### config.mk
export PLATFORM = sky130hd
export DESIGN_NAME = vwap_and_top_movers
export DESIGN_NICKNAME = d
export VERILOG_FILES = /design/src/sv/vtm_pkg.sv /design/src/sv/vwap_and_top_movers.sv
export VERILOG_INCLUDE_DIRS = /design/src /design/src/sv
export SDC_FILE = /design/constraint.sdc
export NUM_CORES = 2
export LEC_CHECK = 0
export BUFFER_PORTS_ARGS = -buffer_cell sky130_fd_sc_hd__buf_2
export CORE_MARGIN = 3
export CORE_UTILIZATION = 35
export CTS_BUF_LIST = sky130_fd_sc_hd__clkbuf_8
export DETAILED_ROUTE_END_ITERATION = 7
export PLACE_DENSITY_LB_ADDON = 0.2
export SLEW_MARGIN = 20
export SYNTH_ARGS = -nofsm -noshare
export SYNTH_HDL_FRONTEND = slang
export SYNTH_SLANG_ARGS = --single-unit
export TNS_END_PERCENT = 20
### constraint.sdc
create_clock -name clk -period 21.2 [get_ports clk]
set_input_delay 4.24 -clock clk [delete_from_list [all_inputs] [get_ports clk]]
set_output_delay 4.24 -clock clk [all_outputs]
set_load 0.005 [all_outputs]
### src/sv/vwap_and_top_movers_assert.svh
// assertion macros for the vwap and top movers block
`ifndef VWAP_AND_TOP_MOVERS_ASSERT_SVH
`define VWAP_AND_TOP_MOVERS_ASSERT_SVH
// implication checked on every clock edge outside reset
`define VTM_ASSERT_IMP(label, ante, cons) \
  label: assert property (@(posedge clk) disable iff (rst) (ante) |-> (cons)) \
    else $error("assertion failed");
// next-cycle implication
`define VTM_ASSERT_NXT(label, ante, cons) \
  label: assert property (@(posedge clk) disable iff (rst) (ante) |=> (cons)) \
    else $error("assertion failed");
`endif

### src/sv/vtm_pkg.sv
// package with types and constants for the vwap and top movers block
package vtm_pkg;
  localparam int TOP_COUNT = 5;
  localparam int MAX_DAYS = 1024;
  localparam int TOP_W = $clog2(TOP_COUNT + 1);
  localparam int CNT_W = $clog2(MAX_DAYS + 1);
  localparam logic [38:0] VOL_MAX = '1;

  typedef struct packed {
    logic [26:0] day_code;
    logic [23:0] open_price;
    logic [23:0] high_price;
    logic [23:0] low_price;
    logic [23:0] close_price;
    logic [27:0] traded_volume;
    logic        final_day;
  } in_item_t;

  typedef struct packed {
    logic [2:0]  rank;
    logic [26:0] mover_day;
    logic [31:0] move_percent;
    logic [27:0] mover_volume;
    logic [23:0] vwap_price;
    logic        vwap_valid;
    logic [26:0] busiest_day;
    logic [27:0] busiest_volume;
    logic [26:0] quietest_day;
    logic [27:0] quietest_volume;
    logic        overflowed;
    logic        last_result;
  } out_item_t;
endpackage

### src/sv/vwap_and_top_movers.sv
// top level of the vwap and top movers block
//
// usage: pulse start with a daily bar on item while busy is low; the bar is
// taken as one transaction and busy rises on the next cycle.
// per bar: a 64-step restoring divider forms the percent move after a load
// step, the move is then picked, the top list is walked slot by slot with a
// single compare unit, then an update step follows; busy stays high until
// the bar is through, so a new bar is taken only once busy is low again.
// a product (high+low+close)*volume is formed once per bar, as the bar is taken.
// on a bar with final_day set the same divider then forms the vwap, and
// up to TOP_COUNT results leave on result, each for exactly one
// cycle with strobe high, biggest move first, last_result on the final one.
// the receiver cannot stall; results are simply presented in order.
// after the report all state clears, ready for the next data set.
// with no held days at the final mark no result is issued.
// reset (rst, synchronous) clears all accumulators and the ranked list and
// returns the sequencer to idle; no clearing pass is needed.
// bars after MAX_DAYS are ignored and set the overflow flag.
module vwap_and_top_movers
  import vtm_pkg::*;
(
  input  logic      clk,
  input  logic      rst,
  input  logic      start,
  input  in_item_t  item,
  output logic      busy,
  output logic      strobe,
  output out_item_t result
);
`include "vwap_and_top_movers_assert.svh"

  localparam logic [2:0] S_IDLE = 3'd0;
  localparam logic [2:0] S_DIV  = 3'd1;
  localparam logic [2:0] S_INS  = 3'd2;
  localparam logic [2:0] S_ACC  = 3'd3;
  localparam logic [2:0] S_VDIV = 3'd4;
  localparam logic [2:0] S_OUT  = 3'd5;

  logic [2:0]  state;
  in_item_t    bar;
  // shared divider: 64-bit dividend, 41-bit divisor
  logic [63:0] quo;
  logic [41:0] rem;
  logic [40:0] dvs;
  logic [6:0]  step;
  logic [31:0] move;
  logic [TOP_W-1:0] pos;
  logic        placed;

  logic [CNT_W-1:0] day_count;
  logic [38:0] volume_total;
  logic [63:0] weighted_sum;
  logic        overflow_flag;
  logic [27:0] max_volume_value, min_volume_value;
  logic [26:0] max_volume_day, min_volume_day;
  logic [31:0] top_moves [TOP_COUNT];
  logic [26:0] top_days [TOP_COUNT];
  logic [27:0] top_volumes [TOP_COUNT];
  logic [63:0] prod;
  logic [23:0] vwap;
  logic [TOP_W-1:0] held, out_idx;

  logic [41:0] rem_sh;
  logic [42:0] rem_try;
  logic [23:0] diff;
  logic [64:0] sum_w;
  logic [39:0] sum_v;

  assign busy = (state != S_IDLE);
  assign held = (day_count < CNT_W'(TOP_COUNT)) ? TOP_W'(day_count) : TOP_W'(TOP_COUNT);
  assign rem_sh = {rem[40:0], quo[63]};
  assign rem_try = {1'b0, rem_sh} - {2'b0, dvs};
  assign diff = (bar.close_price > bar.open_price) ? bar.close_price - bar.open_price
                                                   : bar.open_price - bar.close_price;
  assign sum_w = {1'b0, weighted_sum} + {1'b0, prod};
  assign sum_v = {1'b0, volume_total} + 40'(bar.traded_volume);

  always_ff @(posedge clk) begin
    if (rst) begin
      state <= S_IDLE;
      strobe <= 1'b0;
      day_count <= '0;
      volume_total <= '0;
      weighted_sum <= '0;
      overflow_flag <= 1'b0;
      max_volume_value <= '0;
      max_volume_day <= '0;
      min_volume_value <= '1;
      min_volume_day <= '0;
      for (int i = 0; i < TOP_COUNT; i++) begin
        top_moves[i] <= '0;
        top_days[i] <= '0;
        top_volumes[i] <= '0;
      end
    end else begin
      strobe <= 1'b0;
      case (state)
        S_IDLE: begin
          if (start) begin
            bar <= item;
            prod <= 64'(26'(item.high_price) + 26'(item.low_price) + 26'(item.close_price))
                    * 64'(item.traded_volume);
            step <= '0;
            rem <= '0;
            dvs <= 41'(item.open_price);
            if (day_count >= CNT_W'(MAX_DAYS)) begin
              overflow_flag <= 1'b1;
              state <= S_ACC;
            end else begin
              state <= S_DIV;
            end
          end
        end
        S_DIV: begin
          if (step == 7'd0) begin
            // diff*100 << 16 as dividend
            quo <= {16'd0, 32'(diff) * 32'd100, 16'd0};
            step <= 7'd1;
          end else begin
            if (!rem_try[42]) begin
              rem <= rem_try[41:0];
              quo <= {quo[62:0], 1'b1};
            end else begin
              rem <= rem_sh;
              quo <= {quo[62:0], 1'b0};
            end
            if (step == 7'd64) begin
              state <= S_INS;
            end
            step <= step + 7'd1;
          end
        end
        S_INS: begin
          move <= (bar.open_price == '0 || quo[63:32] != '0) ? '1 : quo[31:0];
          pos <= held;
          placed <= 1'b0;
          out_idx <= '0;
          state <= S_ACC;
          step <= '0;
        end
        S_ACC: begin
          // first phase walks slots to find insert position, one per cycle
          if (day_count < CNT_W'(MAX_DAYS) && !placed) begin
            if (out_idx < held && move > top_moves[out_idx[TOP_W-1:0]]) begin
              pos <= out_idx;
              placed <= 1'b1;
            end else if (out_idx >= held) begin
              placed <= 1'b1;
            end else begin
              out_idx <= out_idx + 1'b1;
            end
          end else begin
            if (day_count < CNT_W'(MAX_DAYS)) begin
              if (pos < TOP_W'(TOP_COUNT)) begin
                for (int i = TOP_COUNT - 1; i > 0; i--) begin
                  if (TOP_W'(i) > pos) begin
                    top_moves[i] <= top_moves[i-1];
                    top_days[i] <= top_days[i-1];
                    top_volumes[i] <= top_volumes[i-1];
                  end
                end
                top_moves[pos[TOP_W-1:0]] <= move;
                top_days[pos[TOP_W-1:0]] <= bar.day_code;
                top_volumes[pos[TOP_W-1:0]] <= bar.traded_volume;
              end
              if (day_count == '0 || bar.traded_volume > max_volume_value) begin
                max_volume_value <= bar.traded_volume;
                max_volume_day <= bar.day_code;
              end
              if (day_count == '0 || bar.traded_volume < min_volume_value) begin
                min_volume_value <= bar.traded_volume;
                min_volume_day <= bar.day_code;
              end
              if (sum_v > {1'b0, VOL_MAX}) begin
                volume_total <= VOL_MAX;
                overflow_flag <= 1'b1;
              end else begin
                volume_total <= sum_v[38:0];
              end
              if (sum_w[64]) begin
                weighted_sum <= '1;
                overflow_flag <= 1'b1;
              end else begin
                weighted_sum <= sum_w[63:0];
              end
              day_count <= day_count + 1'b1;
            end
            if (bar.final_day) begin
              state <= S_VDIV;
              step <= '0;
            end else begin
              state <= S_IDLE;
            end
          end
        end
        S_VDIV: begin
          if (step == 7'd0) begin
            quo <= weighted_sum;
            rem <= '0;
            dvs <= 41'(volume_total) * 41'd3;
            step <= 7'd1;
          end else if (step <= 7'd64) begin
            if (!rem_try[42]) begin
              rem <= rem_try[41:0];
              quo <= {quo[62:0], 1'b1};
            end else begin
              rem <= rem_sh;
              quo <= {quo[62:0], 1'b0};
            end
            step <= step + 7'd1;
          end else begin
            vwap <= (volume_total == '0) ? '0 : (quo[63:24] != '0) ? '1 : quo[23:0];
            out_idx <= '0;
            state <= S_OUT;
          end
        end
        S_OUT: begin
          if (out_idx < held) begin
            strobe <= 1'b1;
            result.rank <= 3'(out_idx);
            result.mover_day <= top_days[out_idx[TOP_W-1:0]];
            result.move_percent <= top_moves[out_idx[TOP_W-1:0]];
            result.mover_volume <= top_volumes[out_idx[TOP_W-1:0]];
            result.vwap_price <= vwap;
            result.vwap_valid <= (volume_total != '0);
            result.busiest_day <= max_volume_day;
            result.busiest_volume <= max_volume_value;
            result.quietest_day <= min_volume_day;
            result.quietest_volume <= min_volume_value;
            result.overflowed <= overflow_flag;
            result.last_result <= (out_idx + 1'b1 == held);
            out_idx <= out_idx + 1'b1;
          end else begin
            day_count <= '0;
            volume_total <= '0;
            weighted_sum <= '0;
            overflow_flag <= 1'b0;
            max_volume_value <= '0;
            max_volume_day <= '0;
            min_volume_value <= '1;
            min_volume_day <= '0;
            for (int i = 0; i < TOP_COUNT; i++) begin
              top_moves[i] <= '0;
              top_days[i] <= '0;
              top_volumes[i] <= '0;
            end
            state <= S_IDLE;
          end
        end
        default: state <= S_IDLE;
      endcase
    end
  end

  `VTM_ASSERT_IMP(a_strobe_in_out, strobe, $past(state) == S_OUT)
  `VTM_ASSERT_NXT(a_start_busy, start && !busy, busy)
  `VTM_ASSERT_IMP(a_day_cap, 1'b1, day_count <= CNT_W'(MAX_DAYS))
endmodule

[Yosys cells after proc, flatten, opt, wreduce, memory -nomap -nowiden]
Memories as Yosys holds them, arrays and structs flattened. A register that Yosys moved wholly into a read port is not among the register bits.
Index checks and enable logic that the tools add are counted.
Storage, ports and cells
  register bits: 785
  bits in writable memories: 435
  input bits: 155
  word-level logic and storage cells: 336
  memories: 3
Cells by class
  add/sub/neg operators: 10
  multipliers: 3
  $lt $le $gt $ge: 16
  equal/unequal tests: 28
  multiplexer cells: 167
  bitwise gates (word level): 31
  reduce and logical (&&, ||, !) cells: 43
Memory list
  top_moves: words 5, width 32, rd ports 5, clocked after Yosys merged registers in 1, write ports 5, RTL line vwap_and_top_movers.sv:56  | logic [31:0] top_moves [TOP_COUNT];
  top_volumes: words 5, width 28, rd ports 5, clocked after Yosys merged registers in 1, write ports 5, RTL line vwap_and_top_movers.sv:58  | logic [27:0] top_volumes [TOP_COUNT];
  top_days: words 5, width 27, rd ports 5, clocked after Yosys merged registers in 1, write ports 5, RTL line vwap_and_top_movers.sv:57  | logic [26:0] top_days [TOP_COUNT];
Operator list (count)
  28-bit 2-to-1 mux: 18
  27-bit 2-to-1 mux: 17
  64-bit 2-to-1 mux: 7
  32-bit 2-to-1 mux: 10
  41-bit 2-to-1 mux: 7
  64-bit one-hot mux with 2 select lines: 2
  39-bit 2-to-1 mux: 4
  41-bit one-hot mux with 3 select lines: 1
  28-bit one-hot mux with 2 select lines: 2
  27-bit one-hot mux with 2 select lines: 2
  41-bit one-hot mux with 2 select lines: 1
  39-bit one-hot mux with 2 select lines: 1
  64-bit by 64-bit adder with 65-bit output: 1
  3-bit 2-to-1 mux: 21
  1-bit 2-to-1 mux: 55
  26-bit by 28-bit multiplier with 54-bit output: 1
  24-bit 2-to-1 mux: 2
  24-bit subtractor: 2
  42-bit by 41-bit subtractor with 43-bit output: 1
  7-bit 2-to-1 mux: 6
  39-bit by 2-bit multiplier with 41-bit output, second input constant: 1
  39-bit by 28-bit adder with 40-bit output: 1
  40-bit by 39-bit greater-than comparator with 1-bit output, second input constant: 1
  40-bit nonzero test: 1
  63 further kinds: 133

[Longest topological paths before layout]
  depth in word-level cells: 10
  gate-level depth with buffers: 42

[Worst setup path before layout]
OpenSTA, ideal clock, no wires.
  path type: input port to flip-flop
  from: input port rst
  to: register result[0] (netlist name), enable pin
  library setup time: 1093 ps
  arrival time: 20154 ps
  data required time: 20107 ps
  slack: -47 ps
  cell stages on the path: 4
  cell sequence: clkbuf_1 > buf_1 > clkbuf_1 > nor3_1
Between the ends
  word-level cells in the longest chain between the ends: 2
RTL lines
  start: declaration: RTL line vwap_and_top_movers.sv:23  | input logic rst,
  1-bit NOT (no source line)
  3-bit AND reduction (no source line)
  end: declaration: RTL line vwap_and_top_movers.sv:28  | output out_item_t result
Every way passes these cells.
A chain may end at the register's enable or synchronous reset.

[Final worst setup path]
  from: input port item[30] (netlist name)
  to: register prod[49] (data pin)
Between the ends
  word-level cells in the longest chain between the ends: 2
RTL lines
  start: declaration: RTL line vwap_and_top_movers.sv:25  | input in_item_t item,
  25-bit by 24-bit adder with 26-bit output: RTL line vwap_and_top_movers.sv:101  | prod <= 64'(26'(item.high_price) + 26'(item.low_price) + 26'(item.close_price))
  26-bit by 28-bit multiplier with 54-bit output: RTL line vwap_and_top_movers.sv:102  | * 64'(item.traded_volume);
  end signal: assignment: RTL line vwap_and_top_movers.sv:101
  end: declaration: RTL line vwap_and_top_movers.sv:59  | logic [63:0] prod;
Every way passes these cells.

==> results.toml <==
[final_layout]
syn_to_final_growth_pct = 12.1
multi_input_comb_area_sq_mm = 0.0545
final_core_util = 0.395
seq_area_sq_mm = 0.0436
final_area_sq_mm = 0.115
drive_gt1_frac = 0.125
layout.nets = 11329
n_fill_cell = 28605

[floorplan]
die_y_microns = 547
die_w_microns = 547
ios = 384
dieArea_sq_mm = 0.300
coreArea_sq_mm = 0.291
num_rows = 198
initial_core_util = 0.352

[flow_run]
drv_cap = 0

[sta]
fin_setup_tns_ps = 0
rsz0062_at_grt = "false"
setup_viol = 0
fin_crit_ps = 13510
max-slew-margin-rel = 0.258
timing.hold.ws_ps = 416
clock.fmax_mhz = 74.0
final_hold_viol_count = 0
slew_violations = 0
fin_crit_sh = 0.637
worst_pin_slew_ps = 1110
final.setup_skew_ps = 113

[drt]
routed-via-count = 73119
drt_first_pass_iters = 7
drt_iter0_drc = 5666
drc_errors = 0
ant_nets = 0
vias_per_cell = 5.22
wl_per_cell_microns = 22.7
wl_microns = 318000

[setup_path]
cp-startpoint = "item[30]"
cp_data_arrival_time_ps = 14240
startpoint_type = "input pin"
required_ps = 21930
r2r_slack_ps = 13130
crit_buf_inv = 5
max_stage_delay_ps = 570
worstPathMaxFanout = 28
worst_r2r_path_depth = 29
path_depth = 34
critPathSlowestCell = "fa_1"
endpoint_kind = "register"
worstReg2RegEnd = "quo[44]"
r2r-start = "bar[29]"
critical_path.top_delay_family = "adder cells"
critPathKind = "input pin to register"
endpoint = "prod[49]"
cpMostUsedCell = "fa_1"

[grt]
grt_pass1_vias = 74656
overflow = 0
antenna_found_initial = 48
grt_max_degree = 175
track_usage = 0.208
grt_pass1_wl_microns = 476000

[logic_synthesis]
syn-cell-area_sq_mm = 0.103
yosysWarningCount = 0
synth_top_area_cell = "edfxtp_1"
synth_edf_count = 1297
synth-async-reset-ratio = 0
synth_seq_cells = 1529
synthTopCellsByArea = "edfxtp_1 38%, fa_1 13%, ha_1 7.5%, dfxtp_1 4.5%, nand2_1 4.5%"
synth_top_area_share = 0.380
synth_ff_type = "edfxtp_1"
netlist_instances = 9313
ys_seq_area_frac = 0.425
syn_avg_cell_area_sq_um = 11.0
synth_cell_types = 115

[clock_network]
max-clock-path-buffers = 4
clk_latency_ps = 980
cts-root-buf = "clkbuf_8"
postCtsSetupRepairBufs = 0
cts_hold_buf = 0
cts_max_level = 5
cts_tree = "done"
cts_buffers = 282
post_cts_resized = 0
clk_pin_slew_ps = 50
cts.sinks = 1529

[worst_hold_path]
hp-class = "register to register"
whs_path_depth = 0

[placement]
dp_hpwl_microns = 222000
port-buffer-count = 383
gp_congestion = 0.863
place_area_sq_mm = 0.110

[outcome]
status = "complete, no violations"
-- routing by layer --
layer / track usage / vias up / wire [microns]
met3: 0.0254 / 458 / 17400
met2: 0.349 / 2323 / 153000
met4: 0.0598 / 8 / 9370
met5: 0 / - / 48
met1: 0.282 / 37041 / 139000
li1: - / 33289 / -
-- kinds of logic after synthesis --
family / after synthesis / synth area share
AO/OA/AOI/OAI: 1780 / 0.114
XOR/XNOR: 263 / 0.0225
adder cells (fa/ha/maj): 1287 / 0.206
buffers and inverters: 1526 / 0.0576
flip-flops: 1529 / 0.425
multiplexers: 342 / 0.0554
other: 1 / 0.0000365
AND/OR/NAND/NOR: 2585 / 0.119
-- synthesized netlist by cell type, types with 12 or more instances --
master     number
ha_1          615
a21bo_2        27
nor3_1         78
buf_2          45
nand3b_1       12
a2111oi_0      12
xnor2_1       167
o31ai_1        25
buf_4          13
a211oi_1       48
clkbuf_1      367
nand3_1       158
fa_1          672
nor2b_1        74
nand2_1      1237
buf_1          34
a21o_1        190
mux4_2        174
a22o_1        177
mux2i_1       107
and2_1        387
dfxtp_1       232
o21a_1         73
and3_1         46
nand2b_1       77
mux2_2         60
o21bai_1       47
o32a_1         29
or2_2          19
o211ai_1       31
a21oi_1       440
edfxtp_1     1297
nand4_1        73
inv_1        1057
o21ai_0       472
nor4_1         36
a31oi_1        36
o21ai_1        21
o31a_1         12
or3_1          20
nor2_1        300
or3b_2         28
xor2_1         95
-- through the flow --
stage               setup WS, ps  cells
floorplan                   6950   9573
global placement            7160  13502
detailed placement          6850  13503
CTS                         7920  13996
global route                7090  13998
finish                      7690  14004
-- layout make-up --
type                       instances  area share
clock inverter                   182     0.00841
multi-input combinational       6518       0.474
tap                             3900      0.0424
clock buffer                     311      0.0372
sequential                      1529       0.379
timing repair buffer             499      0.0246
antenna                            8    0.000174
inverter                        1057      0.0345
-- layout by cell type, fill, tap and decap left out, types with 292 or more instances in the layout --
cell type	synthesis	layout
a21oi_1	440	437
and2_1	387	386
buf_2	45	382
clkbuf_8	0	311
edfxtp_1	1297	1297
fa_1	672	670
ha_1	615	614
inv_1	1057	1160
nand2_1	1237	1234
nor2_1	300	292
o21ai_0	472	471
-- state kept, by name, indices dropped and copies added, names as in the netlist, 54 cells and up, named ones only --
register	flops
top_moves	256
result	227
top_volumes	224
top_days	216
bar	104
quo	64
weighted_sum	64
prod	54
-- worst min-delay path by stage --
stage	startpoint	endpoint	slack, ps
after floorplan	min_volume_day[0]	result[30]	400
after global placement	min_volume_day[15]	result[45]	400
after detailed placement	vwap[0]	result[113]	400
after CTS	vwap[18]	result[131]	420
after global routing	vwap[18]	result[131]	420
final	vwap[18]	result[131]	420
Power is left out: the tool's default activity adds up to more than one toggle a clock period on the data nets, which glitch-free logic cannot reach.
